--- config.mk ---
export PLATFORM = sky130hd
export DESIGN_NAME = sobel_sqrt_cell
export DESIGN_NICKNAME = d
export VERILOG_FILES = /design/src/rtl/sobel_pkg.sv /design/src/rtl/sobel_sqrt_cell.sv
export SDC_FILE = /design/constraint.sdc
export NUM_CORES = 1
export LEC_CHECK = 0
export BUFFER_PORTS_ARGS = -buffer_cell sky130_fd_sc_hd__buf_4
export CORE_ASPECT_RATIO = 1.75
export CORE_MARGIN = 2
export CORE_UTILIZATION = 50
export CTS_BUF_LIST = sky130_fd_sc_hd__clkbuf_8
export DETAILED_ROUTE_END_ITERATION = 7
export PLACE_DENSITY_LB_ADDON = 0.12
export SLEW_MARGIN = 10
export SYNTH_ARGS = -nofsm -noshare
export SYNTH_HDL_FRONTEND = slang
export SYNTH_SLANG_ARGS = --single-unit
--- constraint.sdc ---
create_clock -name clk -period 3.01 [get_ports clk]
set_input_delay 0.1505 -clock clk [delete_from_list [all_inputs] [get_ports clk]]
set_output_delay 0.1505 -clock clk [all_outputs]
set_load 0.005 [all_outputs]
--- src/rtl/sobel_pkg.sv ---
// Shared types and constants for the Sobel RGB gradient magnitude block.
// No dependencies; every other file imports this package.
package sobel_pkg;

  localparam int CHANNEL_BITS   = 8;
  localparam int MAX_LINE_WIDTH = 1024;
  localparam int PIX_W          = 3 * CHANNEL_BITS;

  localparam int FW_W        = 11;
  localparam int FH_W        = 12;
  localparam int ROW_W       = FH_W + 1;
  localparam int CFG_DATA_W  = 12;
  localparam int CFG_INDEX_W = 1;

  localparam int GRAD_W = CHANNEL_BITS + 2;
  localparam int SUM_W  = 2 * GRAD_W + 1;
  localparam int ROOT_W = (SUM_W + 1) / 2;
  localparam int RAD_W  = 2 * ROOT_W;
  localparam int REM_W  = ROOT_W + 3;
  localparam int MAG_W  = 11;

  localparam logic [CFG_INDEX_W-1:0] CFG_FRAME_WIDTH  = 1'b0;
  localparam logic [CFG_INDEX_W-1:0] CFG_FRAME_HEIGHT = 1'b1;

  localparam logic MODE_PIXEL = 1'b0;
  localparam logic MODE_DRAIN = 1'b1;

  localparam logic [FW_W-1:0] FRAME_WIDTH_RST  = 11'd640;
  localparam logic [FH_W-1:0] FRAME_HEIGHT_RST = 12'd480;

  typedef struct packed {
    logic                    mode;
    logic [CHANNEL_BITS-1:0] in_red;
    logic [CHANNEL_BITS-1:0] in_green;
    logic [CHANNEL_BITS-1:0] in_blue;
  } in_item_t;

  typedef struct packed {
    logic [MAG_W-1:0] mag_red;
    logic [MAG_W-1:0] mag_green;
    logic [MAG_W-1:0] mag_blue;
    logic             frame_end;
  } out_item_t;

  // Request leaving the position counters.
  typedef struct packed {
    logic       valid;
    logic       emit;
    logic       frame_end;
    logic [8:0] mask;
  } ctrl_t;

  typedef struct packed {
    logic                   valid;
    logic                   frame_end;
    logic [2:0][GRAD_W-1:0] ax;
    logic [2:0][GRAD_W-1:0] ay;
  } grad_t;

  typedef struct packed {
    logic [RAD_W-1:0]  rad;
    logic [REM_W-1:0]  rem;
    logic [ROOT_W-1:0] root;
  } sq_lane_t;

  typedef struct packed {
    logic           valid;
    logic           frame_end;
    sq_lane_t [2:0] lane;
  } sq_cell_t;

endpackage

--- src/rtl/sobel_sqrt_cell.sv ---
// One restoring square-root step for three channels: two radicand bits in,
// one root bit out. Depends on sobel_pkg.
module sobel_sqrt_cell (
  input  logic                 clk,
  input  logic                 rst_n,
  input  logic                 adv,
  input  sobel_pkg::sq_cell_t  cell_in,
  output sobel_pkg::sq_cell_t  cell_r
);
  import sobel_pkg::*;

  sq_cell_t cell_nxt;

  always_comb begin
    logic [REM_W-1:0] cur, trial;
    cell_nxt.valid     = cell_in.valid;
    cell_nxt.frame_end = cell_in.frame_end;
    for (int l = 0; l < 3; l++) begin
      cur   = {cell_in.lane[l].rem[REM_W-3:0], cell_in.lane[l].rad[RAD_W-1 -: 2]};
      trial = {1'b0, cell_in.lane[l].root, 2'b01};
      cell_nxt.lane[l].rad = {cell_in.lane[l].rad[RAD_W-3:0], 2'b00};
      if (cur >= trial) begin
        cell_nxt.lane[l].rem  = cur - trial;
        cell_nxt.lane[l].root = {cell_in.lane[l].root[ROOT_W-2:0], 1'b1};
      end else begin
        cell_nxt.lane[l].rem  = cur;
        cell_nxt.lane[l].root = {cell_in.lane[l].root[ROOT_W-2:0], 1'b0};
      end
    end
  end

  always_ff @(posedge clk) begin
    if (!rst_n) begin
      cell_r.valid <= 1'b0;
    end else if (adv) begin
      cell_r.valid <= cell_nxt.valid;
    end
  end

  always_ff @(posedge clk) begin
    if (adv) begin
      cell_r.frame_end <= cell_nxt.frame_end;
      cell_r.lane      <= cell_nxt.lane;
    end
  end

endmodule

==> results by group, run 1 <==
Run status
  – Outcome: completed

Finish
  – Area occupied by multi-input gates: 0.00255 mm^2
  – Most common cell after layout, fill and taps aside: buf_4
  – Filler cell count: 839
  – Most frequent cells in the layout: buf_4, edfxtp_1, dlygate4sd3_1, inv_1, ha_1
  – Area Growth Syn to Fin: 54.6%
  – Nets@finish: 1129
  – Most flops, register: cell_r
  – Max reg flops: 137
  – Share of layout cells above drive strength 1: 36.8%
  – Final Util: 78.2%
  – Largest registers: cell_r x137
  – Diodes inserted: 0
  – Register Area: 0.00410 mm^2
  – Design area: 0.0108 mm^2

Floorplanning
  – Die Ht: 160 um
  – Row Count: 57
  – Ports: 289
  – Chip width: 93.2 um
  – Full die area: 0.0149 mm^2
  – Starting Density: 50.6%
  – Core box area: 0.0138 mm^2

Power and ir drop
  – Sw Pwr: 1.48 mW
  – LEAKAGE: 4.69 nW
  – Combinational Power Share: 25.0%
  – Pwr Total: 5.12 mW
  – Reg power frac: 46.7%
  – Sw Ratio: 29.0%
  – VDD IR max: 0.000285 V
  – Int Power: 3.64 mW
  – Clock power share: 28.2%
  – Pwr/cell area: 476 mW/mm^2

Detailed routing
  – DR DRC count: 0
  – DRT antenna net count: 0
  – Via count: 6000
  – WL/cell: 18.7 um
  – TritonRoute pass-1 iters: 4
  – Final WL: 21200 um
  – Vias per cell: 5.29
  – Initial DRC count: 213

Clocking
  – CTS resizes: 0
  – TritonCTS Buffers: 17
  – Root Buffer: clkbuf_8
  – H-tree Lvls: 4
  – Clock Tree Buf Depth: 2
  – Clock Sinks: 137
  – Worst-path clk slew: 90 ps
  – TritonCTS clock tree: yes
  – Clock Latency Late Sink: 460 ps
  – Post-CTS Setup Repair Bufs: 0

Worst setup path
  – Worst path arrival time: 3050 ps
  – Critical path origin: cell_in[54]
  – CP cell instances: dlygate4sd3_1 -> buf_4 -> inv_1 -> ha_1 -> nand4_2 -> or4b_1 -> a31o_2 -> and2_1 -> clkinv_4 -> mux2_1
  – Max FO, Critical Path: 9
  – Delay of the slowest critical-path stage: 530 ps
  – Crit end category: flip-flop
  – Type of the worst setup path: input port to flip-flop
  – CP Data Required Time: 3210 ps
  – R2r worst-path depth: 3
  – CP startpoint kind: input port
  – Critical path buffers and inverters: 4
  – Reg2reg setup slack: 1850 ps
  – Top delay family on crit path: simple AND/OR/NAND/NOR gates
  – Worst path slowest cell: dlygate4sd3_1
  – Worst R2R End: cell_r[142]
  – Reg-to-Reg Start: cell_r[142]

GRT
  – Initial antenna violation count: 0
  – Largest net degree at the start of global routing: 59
  – Gr ovfl total: 0
  – Global-route wire length before repair: 32500 um
  – Vias in the first global route: 6273
  – Total track usage: 28.5%

Placement
  – Port Buffers: 276
  – Final GP Congestion: 0.937
  – HPWL Detailed: 14500 um
  – Placed standard-cell area: 0.00920 mm^2

Synthesis
  – Synth Flop Type: edfxtp_1
  – EDFF count, synth: 136
  – #FFs+latches synth: 137
  – Syn avg cell area: 13.1 um^2
  – Mapped Area: 0.00697 mm^2
  – Top cells by area, synth: edfxtp_1, ha_1, mux2_4
  – Yosys cell types: 56
  – Cell count after synthesis: 532
  – Async SR Flop Fraction: 0%
  – Area leader, netlist: edfxtp_1
  – Synth Warn #: 0
  – Sequential fraction of the synthesis area: 58.9%
  – Area fraction of the dominant cell type after synthesis: 58.6%

Min path
  – Worst Hold End: cell_r[106]
  – Min-delay src: cell_in[140]
  – Hold crit path type: input port to flip-flop
  – Hold Crit Depth: 3

Timing
  – Fin crit period: 2850 ps
  – Fin crit share: 94.6%
  – Worst-Margin Slew: 805 ps
  – Rel. slew slack: 45.7%
  – Fin. Hold Viols: 0
  – Clock Skew: 0 ps
  – Top achievable clock speed: 351 MHz
  – Unrepaired setup endpoints after global routing: no
  – Max-slew violation count: 0
  – Post-route setup TNS: 0 ps
  – Finish-stage setup viols: 0

Flow run
  – Max-capacitance violation count: 0
[through the flow]
step           worst slack, ps  hold WS [ps]  instances
6_report                   164          24.0       1134
2_1_floorplan              653           249        537
4_1_cts                    215        0.0920       1131
3_5_place_dp               279           330        982
3_3_place_gp               327           329        982
5_1_grt                    153          4.47       1134
[cells in the mapped netlist (all sizes together) (5+ instances only)]
cell type / instances
xnor2: 11
buf: 12
nor2: 27
o31ai: 12
mux2: 24
a31oi: 12
ha: 39
xor2: 13
o21ai: 19
nand2: 25
o21a: 8
edfxtp: 136
nor3: 16
a211oi: 9
nand4: 6
o211ai: 6
a21oi: 33
a21o: 7
nand3: 20
inv: 48
nand2b: 5
[power by group through the flow]
stage	combinational (mW)	clock, mW	sequential (mW)
after floorplan	0.520	0	2.45
after global placement	1.11	0	2.42
after detailed placement	1.13	0	2.43
after CTS	1.27	1.46	2.39
after global routing	1.39	1.55	2.41
final	1.28	1.45	2.39
[repair_timing]
item,4_1_cts,5_1_grt
setup endpoints to repair,0,0
hold endpoints to repair,116,3
hold buffers,117,3
[worst max path at each step]
stage / endpoint / cells past startpoint
3_5_place_dp: cell_r[63] / 9
5_1_grt: cell_r[63] / 10
4_1_cts: cell_r[63] / 10
6_report: cell_r[63] / 10
2_1_floorplan: cell_r[107] / 9
3_3_place_gp: cell_r[67] / 9
[cells by family (layout without fill, tap and decap cells)]
family	after synthesis	after routing	synth area share (%)
AOI/OAI and AO/OA	122	122	12.2
xor gates and xnor gates	24	24	3.02
adders and majority gates	39	39	7.00
buffers and inverters	62	482	4.76
DFF	137	137	58.9
muxes	27	27	5.01
other	1	6	0.0538
and+or+nand+nor	120	120	9.01
[cell type report]
| class | count | share of cell area [%] |
|---|---|---|
| Clock buffer | 17 | 2.17 |
| Multi-Input combinational cell | 338 | 23.7 |
| Inverter | 49 | 1.94 |
| Tap cell | 177 | 2.06 |
| Clock inverter | 15 | 1.25 |
| Timing Repair Buffer | 401 | 30.8 |
| Sequential cell | 137 | 38.1 |
[layer usage]
layer	vias to the layer above	GRT usage (%)	share of wire [%]
met5	-	0	0
met1	2871	28.5	33
li1	2817	-	-
met4	0	9.43	2.5
met3	48	7.69	6.6
met2	264	54.9	58
[tightest hold or removal path, stage by stage]
cell and delay [ps]:
buf_4 100, nand3_1 50, o21ai_0 70
(Power assumes the default switching activity.)
==> run 2: changes to the inputs <==
--- a/config.mk
+++ b/config.mk
@@ -6,9 +6,11 @@
 export NUM_CORES = 1
 export LEC_CHECK = 0
 export BUFFER_PORTS_ARGS = -buffer_cell sky130_fd_sc_hd__buf_4
+export CELL_PAD_IN_SITES_DETAIL_PLACEMENT = 1
+export CELL_PAD_IN_SITES_GLOBAL_PLACEMENT = 2
 export CORE_ASPECT_RATIO = 1.75
 export CORE_MARGIN = 2
-export CORE_UTILIZATION = 50
+export CORE_UTILIZATION = 31
 export CTS_BUF_LIST = sky130_fd_sc_hd__clkbuf_8
 export DETAILED_ROUTE_END_ITERATION = 7
 export PLACE_DENSITY_LB_ADDON = 0.12
==> run 2 against run 1 <==
Non-clock buffer count rose by 16. Cell count increased by 12%. Global-route usage down 7.8 points. Fmax is 4.6% higher. Utilization decreased by 28 points. Setup slack improved by 130 ps. Flip-flop and latch count stayed put. Power up 2.6%. Critical path type unchanged. Highest routed layer unchanged.
==> results by group, run 2 (synthesis results as in run 1) <==
Run status
  – Outcome: completed (unchanged)

Worst setup path
  – Worst path slowest cell: dlygate4sd3_1 (unchanged)
  – CP cell instances: dlygate4sd3_1 -> buf_4 -> ha_1 -> nand4_2 -> or4b_1 -> a31o_2 -> and2_1 -> clkinv_4 -> mux2_1 (was dlygate4sd3_1 -> buf_4 -> inv_1 -> ha_1 -> nand4_2 -> or4b_1 -> a31o_2 -> and2_1 -> clkinv_4 -> mux2_1)
  – Reg2reg setup slack: 1870 ps (was 1850 ps)
  – Worst path arrival time: 2930 ps (was 3050 ps)
  – Crit end category: flip-flop (unchanged)
  – CP startpoint kind: input port (unchanged)
  – Max FO, Critical Path: 9 (unchanged)
  – Type of the worst setup path: input port to flip-flop (unchanged)
  – Delay of the slowest critical-path stage: 540 ps (was 530 ps)
  – CP Data Required Time: 3220 ps (was 3210 ps)

Power and ir drop
  – Clock power share: 29.3% (was 28.2%)
  – Pwr Total: 5.25 mW (was 5.12 mW)
  – LEAKAGE: 4.79 nW (was 4.69 nW)
  – Sw Ratio: 27.8% (was 29.0%)
  – Reg power frac: 45.5% (was 46.7%)
  – Pwr/cell area: 474 mW/mm^2 (was 476 mW/mm^2)
  – Sw Pwr: 1.46 mW (was 1.48 mW)
  – VDD IR max: 0.000190 V (was 0.000285 V)
  – Combinational Power Share: 25.2% (was 25.0%)
  – Int Power: 3.79 mW (was 3.64 mW)

Clocking
  – H-tree Lvls: 4 (unchanged)
  – Post-CTS Setup Repair Bufs: 0 (unchanged)
  – Clock Latency Late Sink: 470 ps (was 460 ps)
  – Worst-path clk slew: 80 ps (was 90 ps)
  – TritonCTS clock tree: yes (unchanged)
  – Root Buffer: clkbuf_8 (unchanged)
  – TritonCTS Buffers: 17 (unchanged)
  – Clock Tree Buf Depth: 2 (unchanged)
  – Clock Sinks: 137 (unchanged)

Timing
  – Finish-stage setup viols: 0 (unchanged)
  – Clock Skew: 0 ps (unchanged)
  – Fin crit share: 90.4% (was 94.6%)
  – Fin crit period: 2720 ps (was 2850 ps)
  – Rel. slew slack: 46.2% (was 45.7%)
  – Fin. Hold Viols: 0 (unchanged)
  – Post-route setup TNS: 0 ps (unchanged)
  – Unrepaired setup endpoints after global routing: no (unchanged)
  – Hold_ws: 32.5 ps (was 24.0 ps)
  – Top achievable clock speed: 368 MHz (was 351 MHz)
  – Final worst slack: 290 ps (was 164 ps)
  – Max-slew violation count: 0 (unchanged)
  – Worst-Margin Slew: 807 ps (was 805 ps)

Floorplanning
  – Row Count: 72 (was 57)
  – Die Ht: 202 um (was 160 um)
  – Ports: 289 (unchanged)
  – Core box area: 0.0221 mm^2 (was 0.0138 mm^2)
  – Full die area: 0.0237 mm^2 (was 0.0149 mm^2)
  – Starting Density: 31.6% (was 50.6%)
  – Chip width: 117 um (was 93.2 um)

Detailed routing
  – Initial DRC count: 234 (was 213)
  – Final WL: 24100 um (was 21200 um)
  – TritonRoute pass-1 iters: 6 (was 4)
  – Vias per cell: 4.69 (was 5.29)
  – Via count: 5962 (was 6000)
  – WL/cell: 19.0 um (was 18.7 um)
  – DRT antenna net count: 0 (unchanged)
  – DR DRC count: 0 (unchanged)

Min path
  – Hold crit path type: input port to flip-flop (unchanged)

Finish
  – Largest registers: cell_r x137 (unchanged)
  – Area Growth Syn to Fin: 59.1% (was 54.6%)
  – Share of layout cells above drive strength 1: 36.5% (was 36.8%)
  – Filler cell count: 2326 (was 839)
  – Most flops, register: cell_r (unchanged)
  – Final Util: 50.2% (was 78.2%)
  – Nets@finish: 1145 (was 1129)
  – Most frequent cells in the layout: buf_4, edfxtp_1, dlygate4sd3_1, inv_1, ha_1 (unchanged)
  – Max reg flops: 137 (unchanged)
  – Most common cell after layout, fill and taps aside: buf_4 (unchanged)
  – Design area: 0.0111 mm^2 (was 0.0108 mm^2)
  – Final Non-Filler Cells: 1271 (was 1134)

Placement
  – Placed standard-cell area: 0.00938 mm^2 (was 0.00920 mm^2)
  – HPWL Detailed: 17100 um (was 14500 um)
  – Final GP Congestion: 0.822 (was 0.937)
  – Place WS: 380 ps (was 279 ps)
  – Inst Count DP: 1105 (was 982)
  – Port Buffers: 276 (unchanged)

GRT
  – Vias in the first global route: 6664 (was 6273)
  – Total track usage: 20.7% (was 28.5%)
  – Global-route wire length before repair: 38100 um (was 32500 um)
  – Largest net degree at the start of global routing: 77 (was 59)
  – Initial antenna violation count: 2 (was 0)
  – Gr ovfl total: 0 (unchanged)

Flow run
  – Max-capacitance violation count: 0 (unchanged)
run 2: cell count changes in the layout (fill, tap and decap cells not counted), sizes merged:
cell	before	now
clkinvlp	3	1
buf	281	285
clkinv	5	8
bufinv	0	2
dlygate4sd3	120	132
inv	56	53
diode	0	2
run 2: final timing paths:
check | start | to | cells past startpoint
setup / recovery | cell_in[65] | cell_r[62] | 9
hold / removal | cell_in[17] | cell_r[19] | 3
setup reg to reg | cell_r[142] | cell_r[142] | 3
hold reg to reg | cell_r[142] | cell_r[142] | 3
run 2: critical path, delay by kind of cell:
kind / cells / cell delay [ps]
simple gates: 3 / 940
buf+inv: 3 / 800
fa+ha+maj: 1 / 410
mux: 1 / 340
compound gates: 1 / 280
run 2: area by class of cell:
| class | count | area [um^2] | area share [%] |
|---|---|---|---|
| Multi-Input combinational cell | 338 | 2550 | 23.0 |
| Inverter | 49 | 209 | 1.88 |
| Tap cell | 296 | 370 | 3.34 |
| Clock inverter | 15 | 151 | 1.37 |
| Sequential cell | 137 | 4100 | 37.0 |
| Timing Repair Buffer | 417 | 3460 | 31.2 |
| Antenna cell | 2 | 5.00 | 0.0451 |
| Clock buffer | 17 | 234 | 2.11 |
run 2: routing by layer:
metal | global-route usage [%] | up-vias | routed length [um] | share of wire [%]
met3 | 4.51 | 53 | 1030 | 4.3
met2 | 38.9 | 190 | 13200 | 55
li1 | - | 2857 | - | -
met5 | 0 | - | 0 | 0
met1 | 21.5 | 2862 | 8940 | 37
met4 | 10.4 | 0 | 953 | 4.0
run 2: what timing repair did:
item,in CTS,in global routing
endpoints found under the hold margin,131,0
resized for setup,0,0
hold buffers,132,0
run 2: power by group through the flow:
stage / clock [mW] / combinational (mW) / sequential, mW
6_report: 1.54 / 1.32 / 2.39
5_1_grt: 1.66 / 1.44 / 2.41
4_1_cts: 1.58 / 1.33 / 2.39
3_5_place_dp: 0 / 1.18 / 2.43
3_3_place_gp: 0 / 1.15 / 2.42
2_1_floorplan: 0 / 0.520 / 2.45
