## src/rtl/sobel_pkg.sv

```systemverilog
// Shared types and constants for the Sobel RGB gradient magnitude block.
// No dependencies; every other file imports this package.
package sobel_pkg;

  localparam int CHANNEL_BITS   = 8;
  localparam int MAX_LINE_WIDTH = 1024;
  localparam int PIX_W          = 3 * CHANNEL_BITS;

  localparam int FW_W        = 11;
  localparam int FH_W        = 12;
  localparam int ROW_W       = FH_W + 1;
  localparam int CFG_DATA_W  = 12;
  localparam int CFG_INDEX_W = 1;

  localparam int GRAD_W = CHANNEL_BITS + 2;
  localparam int SUM_W  = 2 * GRAD_W + 1;
  localparam int ROOT_W = (SUM_W + 1) / 2;
  localparam int RAD_W  = 2 * ROOT_W;
  localparam int REM_W  = ROOT_W + 3;
  localparam int MAG_W  = 11;

  localparam logic [CFG_INDEX_W-1:0] CFG_FRAME_WIDTH  = 1'b0;
  localparam logic [CFG_INDEX_W-1:0] CFG_FRAME_HEIGHT = 1'b1;

  localparam logic MODE_PIXEL = 1'b0;
  localparam logic MODE_DRAIN = 1'b1;

  localparam logic [FW_W-1:0] FRAME_WIDTH_RST  = 11'd640;
  localparam logic [FH_W-1:0] FRAME_HEIGHT_RST = 12'd480;

  typedef struct packed {
    logic                    mode;
    logic [CHANNEL_BITS-1:0] in_red;
    logic [CHANNEL_BITS-1:0] in_green;
    logic [CHANNEL_BITS-1:0] in_blue;
  } in_item_t;

  typedef struct packed {
    logic [MAG_W-1:0] mag_red;
    logic [MAG_W-1:0] mag_green;
    logic [MAG_W-1:0] mag_blue;
    logic             frame_end;
  } out_item_t;

  // Request leaving the position counters.
  typedef struct packed {
    logic       valid;
    logic       emit;
    logic       frame_end;
    logic [8:0] mask;
  } ctrl_t;

  typedef struct packed {
    logic                   valid;
    logic                   frame_end;
    logic [2:0][GRAD_W-1:0] ax;
    logic [2:0][GRAD_W-1:0] ay;
  } grad_t;

  typedef struct packed {
    logic [RAD_W-1:0]  rad;
    logic [REM_W-1:0]  rem;
    logic [ROOT_W-1:0] root;
  } sq_lane_t;

  typedef struct packed {
    logic           valid;
    logic           frame_end;
    sq_lane_t [2:0] lane;
  } sq_cell_t;

endpackage

```

## src/rtl/sobel_ctrl.sv

```systemverilog
// Frame registers, input and output position counters, border mask.
// Depends on sobel_pkg.
module sobel_ctrl #(
  parameter int MAX_LINE_WIDTH = sobel_pkg::MAX_LINE_WIDTH
) (
  input  logic                                 clk,
  input  logic                                 rst_n,
  input  logic                                 adv,
  input  logic                                 in_valid,
  input  sobel_pkg::in_item_t                  in_data,
  input  logic                                 cfg_we,
  input  logic [sobel_pkg::CFG_INDEX_W-1:0]    cfg_index,
  input  logic [sobel_pkg::CFG_DATA_W-1:0]     cfg_data,
  output logic [$clog2(MAX_LINE_WIDTH)-1:0]    rd_col,
  output sobel_pkg::ctrl_t                     a_ctrl_r,
  output logic [sobel_pkg::PIX_W-1:0]          a_pix_r,
  output logic [$clog2(MAX_LINE_WIDTH)-1:0]    a_col_r
);
  import sobel_pkg::*;

  localparam int COL_W = $clog2(MAX_LINE_WIDTH);
  localparam int WW    = COL_W + 1;

  logic [FW_W-1:0]  frame_width_r;
  logic [FH_W-1:0]  frame_height_r;
  logic [COL_W-1:0] col_r, col_nxt;
  logic [ROW_W-1:0] row_r, row_nxt;
  logic [COL_W-1:0] ocol_r, ocol_nxt;
  logic [FH_W-1:0]  orow_r, orow_nxt;
  logic [WW-1:0]    w_eff;
  logic [FH_W-1:0]  h_eff;
  logic             done, ignore, take, emit, fe, col_last, ocol_last;
  logic [2:0]       row_ok, col_ok;
  logic [PIX_W-1:0] pix;
  ctrl_t            ctrl_nxt;

  always_comb begin
    if (32'(frame_width_r) > MAX_LINE_WIDTH) begin
      w_eff = WW'(MAX_LINE_WIDTH);
    end else if (frame_width_r < FW_W'(2)) begin
      w_eff = WW'(2);
    end else begin
      w_eff = WW'(frame_width_r);
    end
    h_eff = (frame_height_r < FH_W'(2)) ? FH_W'(2) : frame_height_r;
  end

  assign done   = row_r >= {1'b0, h_eff};
  assign ignore = (in_data.mode == MODE_DRAIN) && !done;
  assign take   = adv && in_valid && !ignore;
  assign pix    = (in_data.mode == MODE_PIXEL && !done)
                ? {in_data.in_blue, in_data.in_green, in_data.in_red} : '0;
  assign emit   = (row_r >= ROW_W'(2)) || (row_r == ROW_W'(1) && col_r != '0);
  assign col_last  = (WW'(col_r) + WW'(1)) >= w_eff;
  assign ocol_last = (WW'(ocol_r) + WW'(1)) == w_eff;
  assign fe        = emit && (orow_r == h_eff - FH_W'(1)) && ocol_last;
  assign rd_col    = col_r;

  assign row_ok[0] = orow_r != '0;
  assign row_ok[1] = 1'b1;
  assign row_ok[2] = (orow_r + FH_W'(1)) < h_eff;
  assign col_ok[0] = ocol_r != '0;
  assign col_ok[1] = 1'b1;
  assign col_ok[2] = (WW'(ocol_r) + WW'(1)) < w_eff;

  always_comb begin
    ctrl_nxt.valid     = in_valid && !ignore;
    ctrl_nxt.emit      = emit;
    ctrl_nxt.frame_end = fe;
    for (int k = 0; k < 9; k++) begin
      ctrl_nxt.mask[k] = row_ok[k / 3] & col_ok[k % 3];
    end
  end

  always_comb begin
    col_nxt  = col_r;
    row_nxt  = row_r;
    ocol_nxt = ocol_r;
    orow_nxt = orow_r;
    if (take) begin
      col_nxt = col_last ? '0 : col_r + COL_W'(1);
      row_nxt = col_last ? row_r + ROW_W'(1) : row_r;
      if (emit) begin
        ocol_nxt = ocol_last ? '0 : ocol_r + COL_W'(1);
        orow_nxt = ocol_last ? orow_r + FH_W'(1) : orow_r;
      end
      if (fe) begin
        col_nxt  = '0;
        row_nxt  = '0;
        ocol_nxt = '0;
        orow_nxt = '0;
      end
    end
    if (cfg_we) begin
      col_nxt  = '0;
      row_nxt  = '0;
      ocol_nxt = '0;
      orow_nxt = '0;
    end
  end

  always_ff @(posedge clk) begin
    if (!rst_n) begin
      frame_width_r  <= FRAME_WIDTH_RST;
      frame_height_r <= FRAME_HEIGHT_RST;
      col_r          <= '0;
      row_r          <= '0;
      ocol_r         <= '0;
      orow_r         <= '0;
      a_ctrl_r       <= '0;
    end else begin
      col_r  <= col_nxt;
      row_r  <= row_nxt;
      ocol_r <= ocol_nxt;
      orow_r <= orow_nxt;
      if (cfg_we) begin
        case (cfg_index)
          CFG_FRAME_WIDTH:  frame_width_r  <= cfg_data[FW_W-1:0];
          CFG_FRAME_HEIGHT: frame_height_r <= cfg_data[FH_W-1:0];
          default: ;
        endcase
      end
      if (adv) begin
        a_ctrl_r <= ctrl_nxt;
      end
    end
  end

  always_ff @(posedge clk) begin
    if (adv) begin
      a_pix_r <= pix;
      a_col_r <= col_r;
    end
  end

`ifndef NO_ASSERTIONS
  a_col_in_line: assert property (@(posedge clk) disable iff (!rst_n)
    WW'(col_r) < w_eff)
    else $error("input column beyond line width");

  a_frame_restart: assert property (@(posedge clk) disable iff (!rst_n)
    take && fe |=> (col_r == '0 && row_r == '0 && ocol_r == '0 && orow_r == '0))
    else $error("counters not cleared after frame end");

  a_frame_end_req: assert property (@(posedge clk) disable iff (!rst_n)
    take && fe |=> (a_ctrl_r.valid && a_ctrl_r.emit && a_ctrl_r.frame_end))
    else $error("frame end request lost");
`endif

endmodule

```

## config.mk

```make
export PLATFORM = sky130hd
export DESIGN_NAME = sobel_ctrl
export DESIGN_NICKNAME = d
export VERILOG_FILES = /design/src/rtl/sobel_pkg.sv /design/src/rtl/sobel_ctrl.sv
export SDC_FILE = /design/constraint.sdc
export NUM_CORES = 1
export LEC_CHECK = 0
export BUFFER_PORTS_ARGS = -buffer_cell sky130_fd_sc_hd__buf_2
export CAP_MARGIN = 25
export CORE_MARGIN = 2
export CORE_UTILIZATION = 50
export CTS_CLUSTER_DIAMETER = 60
export DETAILED_ROUTE_END_ITERATION = 12
export GPL_TIMING_DRIVEN = 0
export PLACE_DENSITY_LB_ADDON = 0.05
export SLEW_MARGIN = 20
export SYNTH_ARGS = -nofsm -noshare
export SYNTH_HDL_FRONTEND = slang
export SYNTH_SLANG_ARGS = --single-unit
```

## constraint.sdc

```tcl
create_clock -name clk -period 7.4 [get_ports clk]
set_clock_uncertainty 0.2 [all_clocks]
set_input_delay 1.11 -clock clk [delete_from_list [all_inputs] [get_ports clk]]
set_output_delay 1.11 -clock clk [all_outputs]
set_load 0.01 [all_outputs]
```

==> out/metrics.cfg, run 1 <==
[drt]
ant_nets=0
via_per_inst=5.56
vias=5870
wl_um=17600
wl_per_cell_um=16.7
drt_iter0_drc=391
drc=0
dr.pass1.iters=6

[power_and_ir_drop]
p_clk_share_pct=50.1
power_density_nw_per_um2=206
pwr-share-comb_pct=8.3
sw_frac_of_total_pct=24.2
ir_drop_v=0.000134
seqPwrFrac_pct=41.6
p_switching_mw=0.395
power_leakage_nw=3.34
p_int_mw=1.24

[cells_and_area]
fillCellCount=1195
layout_commonest_cell=nand2_1
nets=965
area_growth_pct=19.7
regArea_sq_um=2620
finish.instance_area_sq_um=7930
multiInputGateArea_sq_um=3780
drive_gt1_share_pct=16.0
final_cell_mix=nand2_1, buf_2, dfxtp_1, nor2_1, ha_1
insertedDiodeCount=0

[clocking]
post_cts_buffers=0
insertion_delay_ns=0.42
root_buffer=clkbuf_16
cts_made_buffers=17
cts_buffer_depth=2
cts_tree=yes
clkSlewWorstSetupHoldPaths_ns=0.05
htreeDepth=4
cts_hold_buffers=0
cts.sinks=114
cts_repair_resize_count=0

[sta]
rsz0062_at_grt=false
drv_slew=0
slew_headroom_pct=45.9
period_share_pct=61.3
min_period_ns=4.53
max_freq_ghz=0.221
tightest_slew_ns=0.811
hold_viol_final=0
worst_slack_ns=2.87
finalSetupViolations=0
fin_tns_setup_ns=0

[floorplan]
dieArea_sq_um=14200
core_area_sq_um=13100
std_cell_rows=42
io_pins=99
die_h_um=119
die-width_um=119
start_util_pct=50.7

[logic_synthesis]
netlist_area_sq_um=6630
syn_nets=849
ys_seq_area_share_pct=39.6
yosys_warnings=0
synth-edff-count=34
synthCells=750
synth.avg_cell_area_sq_um=8.84
synth_area_leader_cell=dfxtp_1
synth-async-reset-ratio_pct=0
synthFlopType=dfxtp_1
yosys-top-cells-area=dfxtp_1, edfxtp_1, ha_1
yosysTopAreaCellShare_pct=24.2
ys_ff_latch=114
yosys.cell_types.count=64

[job]
drv_cap=0

[grt]
grt_pass1_wl_um=28100
grt_pass1_vias=5614
grt_max_degree=36
grt-ovfl-total=0
antenna_found_initial=0
track_usage_pct=25.3

[setup_path]
cp-end-kind=register
criticalPathCategory=reg -> reg
worst_ep_required_time_ns=7.49
arrival_ns=4.62
crit_path_max_fanout=8
startpoint_type=register

[hold_path]
min_path_type=reg -> reg

[place]
hpwlAfterDp_um=13400
io_buffers=97
place_area_sq_um=7340
gp_congestion=0.910
pre_cts_ws_ns=2.98

[outcome]
status=complete, no violations

final timing paths:
check | cells past startpoint | start | slack, ns | endpoint
worst max-delay path | 11 | frame_height_r[5] | 2.87 | row_r[3]
worst min-delay path | 0 | rd_col[7] | 0.25 | a_col_r[7]
worst max register to register | 11 | frame_height_r[5] | 2.87 | row_r[3]
worst min register to register | 0 | rd_col[7] | 0.25 | a_col_r[7]
registers in the layout, summed over array words and instances (netlist names):
register,cells
orow_r,12
rd_col,10
a_ctrl_r,12
row_r,13
a_col_r,10
frame_width_r,11
ocol_r,10
a_pix_r,24
frame_height_r,12
power by group through the flow:
stage	clock (mW)	sequential, mW	combinational [mW]
floorplan	0	0.697	0.0708
global placement	0	0.690	0.130
detailed placement	0	0.690	0.134
CTS	0.825	0.677	0.135
global route	0.856	0.680	0.149
finish	0.817	0.677	0.136
per-stage QoR:
step | util [%] | instances | power, mW | hold slack, ns
after CTS | 60.6 | 1055 | 1.64 | 0.249
after global routing | 60.6 | 1055 | 1.68 | 0.264
after global placement | 56.0 | 1023 | 0.819 | 0.235
after floorplan | - | 750 | 0.768 | 0.249
after detailed placement | 56.1 | 1023 | 0.824 | 0.236
final | 60.6 | 1055 | 1.63 | 0.246
synth_stat cells, types with 21 or more instances:
library cell    n
o21ai_0        34
xnor2_1        21
ha_1           56
nand3_1        27
edfxtp_1       34
clkbuf_1       29
xor2_1         26
nand2_1       100
nor2_1         58
a21oi_1        45
inv_1          22
and2_1         26
dfxtp_1        80
cells by family (layout without fill, tap and decap cells):
group	after synthesis	after routing	share of synthesized area, %
AOI/OAI and AO/OA	151	151	14.8
xor gates and xnor gates	47	47	6.21
adders and majority gates	56	56	10.6
buffers and inverters	57	186	3.49
DFF	114	114	39.6
muxes	5	5	0.774
and+or+nand+nor	320	320	24.6
cell type report:
type / count / share of cell area (%)
Clock inverter: 11 / 1.63
Inverter: 23 / 1.09
Multi-Input combinational cell: 579 / 47.7
Timing Repair Buffer: 97 / 6.12
Buffer: 34 / 1.83
Tap cell: 176 / 2.78
Sequential cell: 114 / 33.1
Clock buffer: 21 / 5.82
worst max-delay path, stage by stage (launching register included):
cell and delay, ns:
dfxtp_1 0.37, nor3_1 0.53, and3_1 0.31, nand2_1 0.06, o21ai_0 0.28, ha_1 0.30
nor3b_1 0.47, a21oi_1 0.14, a211oi_1 0.63, nand4_1 0.36, o21ai_1 0.63, nor2_1 0.11
layer usage:
metal / track usage, % / vias up / routed length [um]
li1: - / 2897 / -
met1: 31.9 / 2767 / 7720
met2: 42.1 / 168 / 8520
met3: 5.27 / 38 / 913
met4: 10.3 / 0 / 436
met5: 0 / - / 0
Note: power is estimated with default switching activity, not from simulation.
==> inputs of run 2 (changes only) <==
clock period = 4.66 ns   (was 7.4 ns; I/O delays follow)
==> run 2 against run 1 <==
Worst hold slack about the same. Die area is the same. Sequential cell count is the same. Via count is essentially flat. Cell count is the same.
==> out/metrics.cfg, run 2 (synthesis results as in run 1) <==
[outcome]
status=complete, no violations

[grt]
antenna_found_initial=0  ; unchanged
track_usage_pct=25.3  ; unchanged
grt_pass1_vias=5614  ; unchanged
grt-ovfl-total=0  ; unchanged
grt_max_degree=36  ; unchanged
grt_pass1_wl_um=28100  ; unchanged

[place]
pre_cts_ws_ns=0.236  ; -2.74 ns
gp_congestion=0.910  ; unchanged
hpwlAfterDp_um=13400  ; unchanged
placed_cells=1023  ; unchanged
place_area_sq_um=7340  ; unchanged
io_buffers=97  ; unchanged

[setup_path]
worst_ep_required_time_ns=4.81  ; -2.68 ns
crit_path_max_fanout=10  ; +2
criticalPathCategory=reg -> reg
rr_startpoint=frame_height_r[4]
cp-startpoint=frame_height_r[4]
cp-end-kind=register
max_stage_delay_ns=0.47  ; -0.16 ns
arrival_ns=4.48  ; -0.14 ns
startpoint_type=register
path_cells=clkbuf_1 -> inv_1 -> and3_1 -> a21oi_1 -> ha_1 -> nor4b_1 -> and4_1 -> o22ai_1 -> a2111oi_4 -> and4_4 -> o21ai_2 -> buf_6 -> nor4_2 -> mux2i_1
slowest_stage=a2111oi_4

[clocking]
cts.sinks=114  ; unchanged
cts_made_buffers=17  ; unchanged
cts_tree=yes
clkSlewWorstSetupHoldPaths_ns=0.05  ; about the same
cts_buffer_depth=2  ; unchanged
post_cts_buffers=0  ; unchanged
root_buffer=clkbuf_16
htreeDepth=4  ; unchanged
insertion_delay_ns=0.42  ; about the same

[floorplan]
io_pins=99  ; unchanged
std_cell_rows=42  ; unchanged
die-width_um=119  ; unchanged
start_util_pct=50.7  ; unchanged
dieArea_sq_um=14200  ; unchanged
die_h_um=119  ; unchanged
core_area_sq_um=13100  ; unchanged

[cells_and_area]
area_growth_pct=20.0
drive_gt1_share_pct=16.6  ; +0.57 points
insertedDiodeCount=0  ; unchanged
top_register=a_pix_r
finish.instance_area_sq_um=7950  ; +0.27%
largest_register_ffs=24  ; unchanged
final_cell_count_no_fill=1055  ; unchanged
fillCellCount=1195  ; unchanged
nets=965  ; unchanged
layout_commonest_cell=nand2_1
final_cell_mix=nand2_1, buf_2, dfxtp_1, nor2_1, ha_1
top_regs=a_pix_r x24, row_r x13
fin_util_pct=60.8  ; +0.16 points

[sta]
hold_slack_ns=0.246  ; -0.0000240 ns
period_share_pct=92.9  ; +32 points
rsz0062_at_grt=false
finalSetupViolations=0  ; unchanged
worst_slack_ns=0.329  ; -2.54 ns
min_period_ns=4.33  ; -0.203 ns
drv_slew=0  ; unchanged
tightest_slew_ns=0.807  ; -0.00373 ns
slew_headroom_pct=46.1  ; +0.25 points
hold_viol_final=0  ; unchanged
max_freq_ghz=0.231  ; +4.7%

[hold_path]
min_path_type=reg -> reg
min_from=rd_col[7]

[power_and_ir_drop]
power_leakage_nw=3.35  ; +0.17%
power_density_nw_per_um2=326  ; +58%
ir_drop_v=0.000214  ; +59%

[drt]
dr.pass1.iters=7  ; +1
drc=0  ; unchanged
via_per_inst=5.56  ; about the same
drt_iter0_drc=366  ; -6.4%
vias=5871  ; +0.017%
wl_per_cell_um=16.7  ; about the same
ant_nets=0  ; unchanged
wl_um=17600  ; about the same

[job]
drv_cap=0  ; unchanged

[run 2: path summary, 6_finish.rpt]
path | to | slack, ns | cells after the start
max | row_r[11] | 0.33 | 14
min | a_col_r[7] | 0.25 | 0
max reg2reg | row_r[11] | 0.33 | 14
min reg2reg | a_col_r[7] | 0.25 | 0
[run 2: stage by stage]
stage | setup TNS, ns | total power [mW]
CTS | 0 | 2.60
global placement | -1.19 | 1.30
detailed placement | 0 | 1.31
floorplan | 0 | 1.22
finish | 0 | 2.59
global route | 0 | 2.68
[run 2: layer usage]
layer / vias up / global-route usage (%) / share of wire (%)
met1: 2769 / 31.9 / 44
li1: 2897 / - / -
met3: 33 / 5.27 / 4.9
met2: 172 / 42.1 / 49
met4: 0 / 10.3 / 2.2
met5: - / 0 / 0
[run 2: worst max-delay path, delay by kind of cell (launching register included)]
| kind | cells | cell delay (ns) |
|---|---|---|
| compound gates | 4 | 1.02 |
| flops | 1 | 0.30 |
| simple gates | 5 | 1.55 |
| mux | 1 | 0.21 |
| buf+inv | 3 | 0.66 |
| fa+ha+maj | 1 | 0.32 |
[run 2: layout make-up]
class,instances,area (sq um),area share [%]
Buffer,34,146,1.84
Tap cell,176,220,2.77
Clock buffer,21,462,5.81
Clock inverter,11,129,1.62
Timing Repair Buffer,97,485,6.11
Multi-Input combinational cell,579,3800,47.8
Sequential cell,114,2620,33.0
Inverter,23,86.3,1.09
[run 2: what timing repair did]
item / in CTS / in global routing
endpoints found under the setup margin: 0 / 27
hold buffers: 0 / 0
resized for setup: 0 / 6
[run 2: power breakdown]
| part | switching (mW) | internal [mW] | leakage [nW] |
|---|---|---|---|
| logic | 0.132 | 0.0850 | 2.09 |
| clock network | 0.476 | 0.820 | 0.271 |
| registers | 0.0187 | 1.06 | 0.984 |
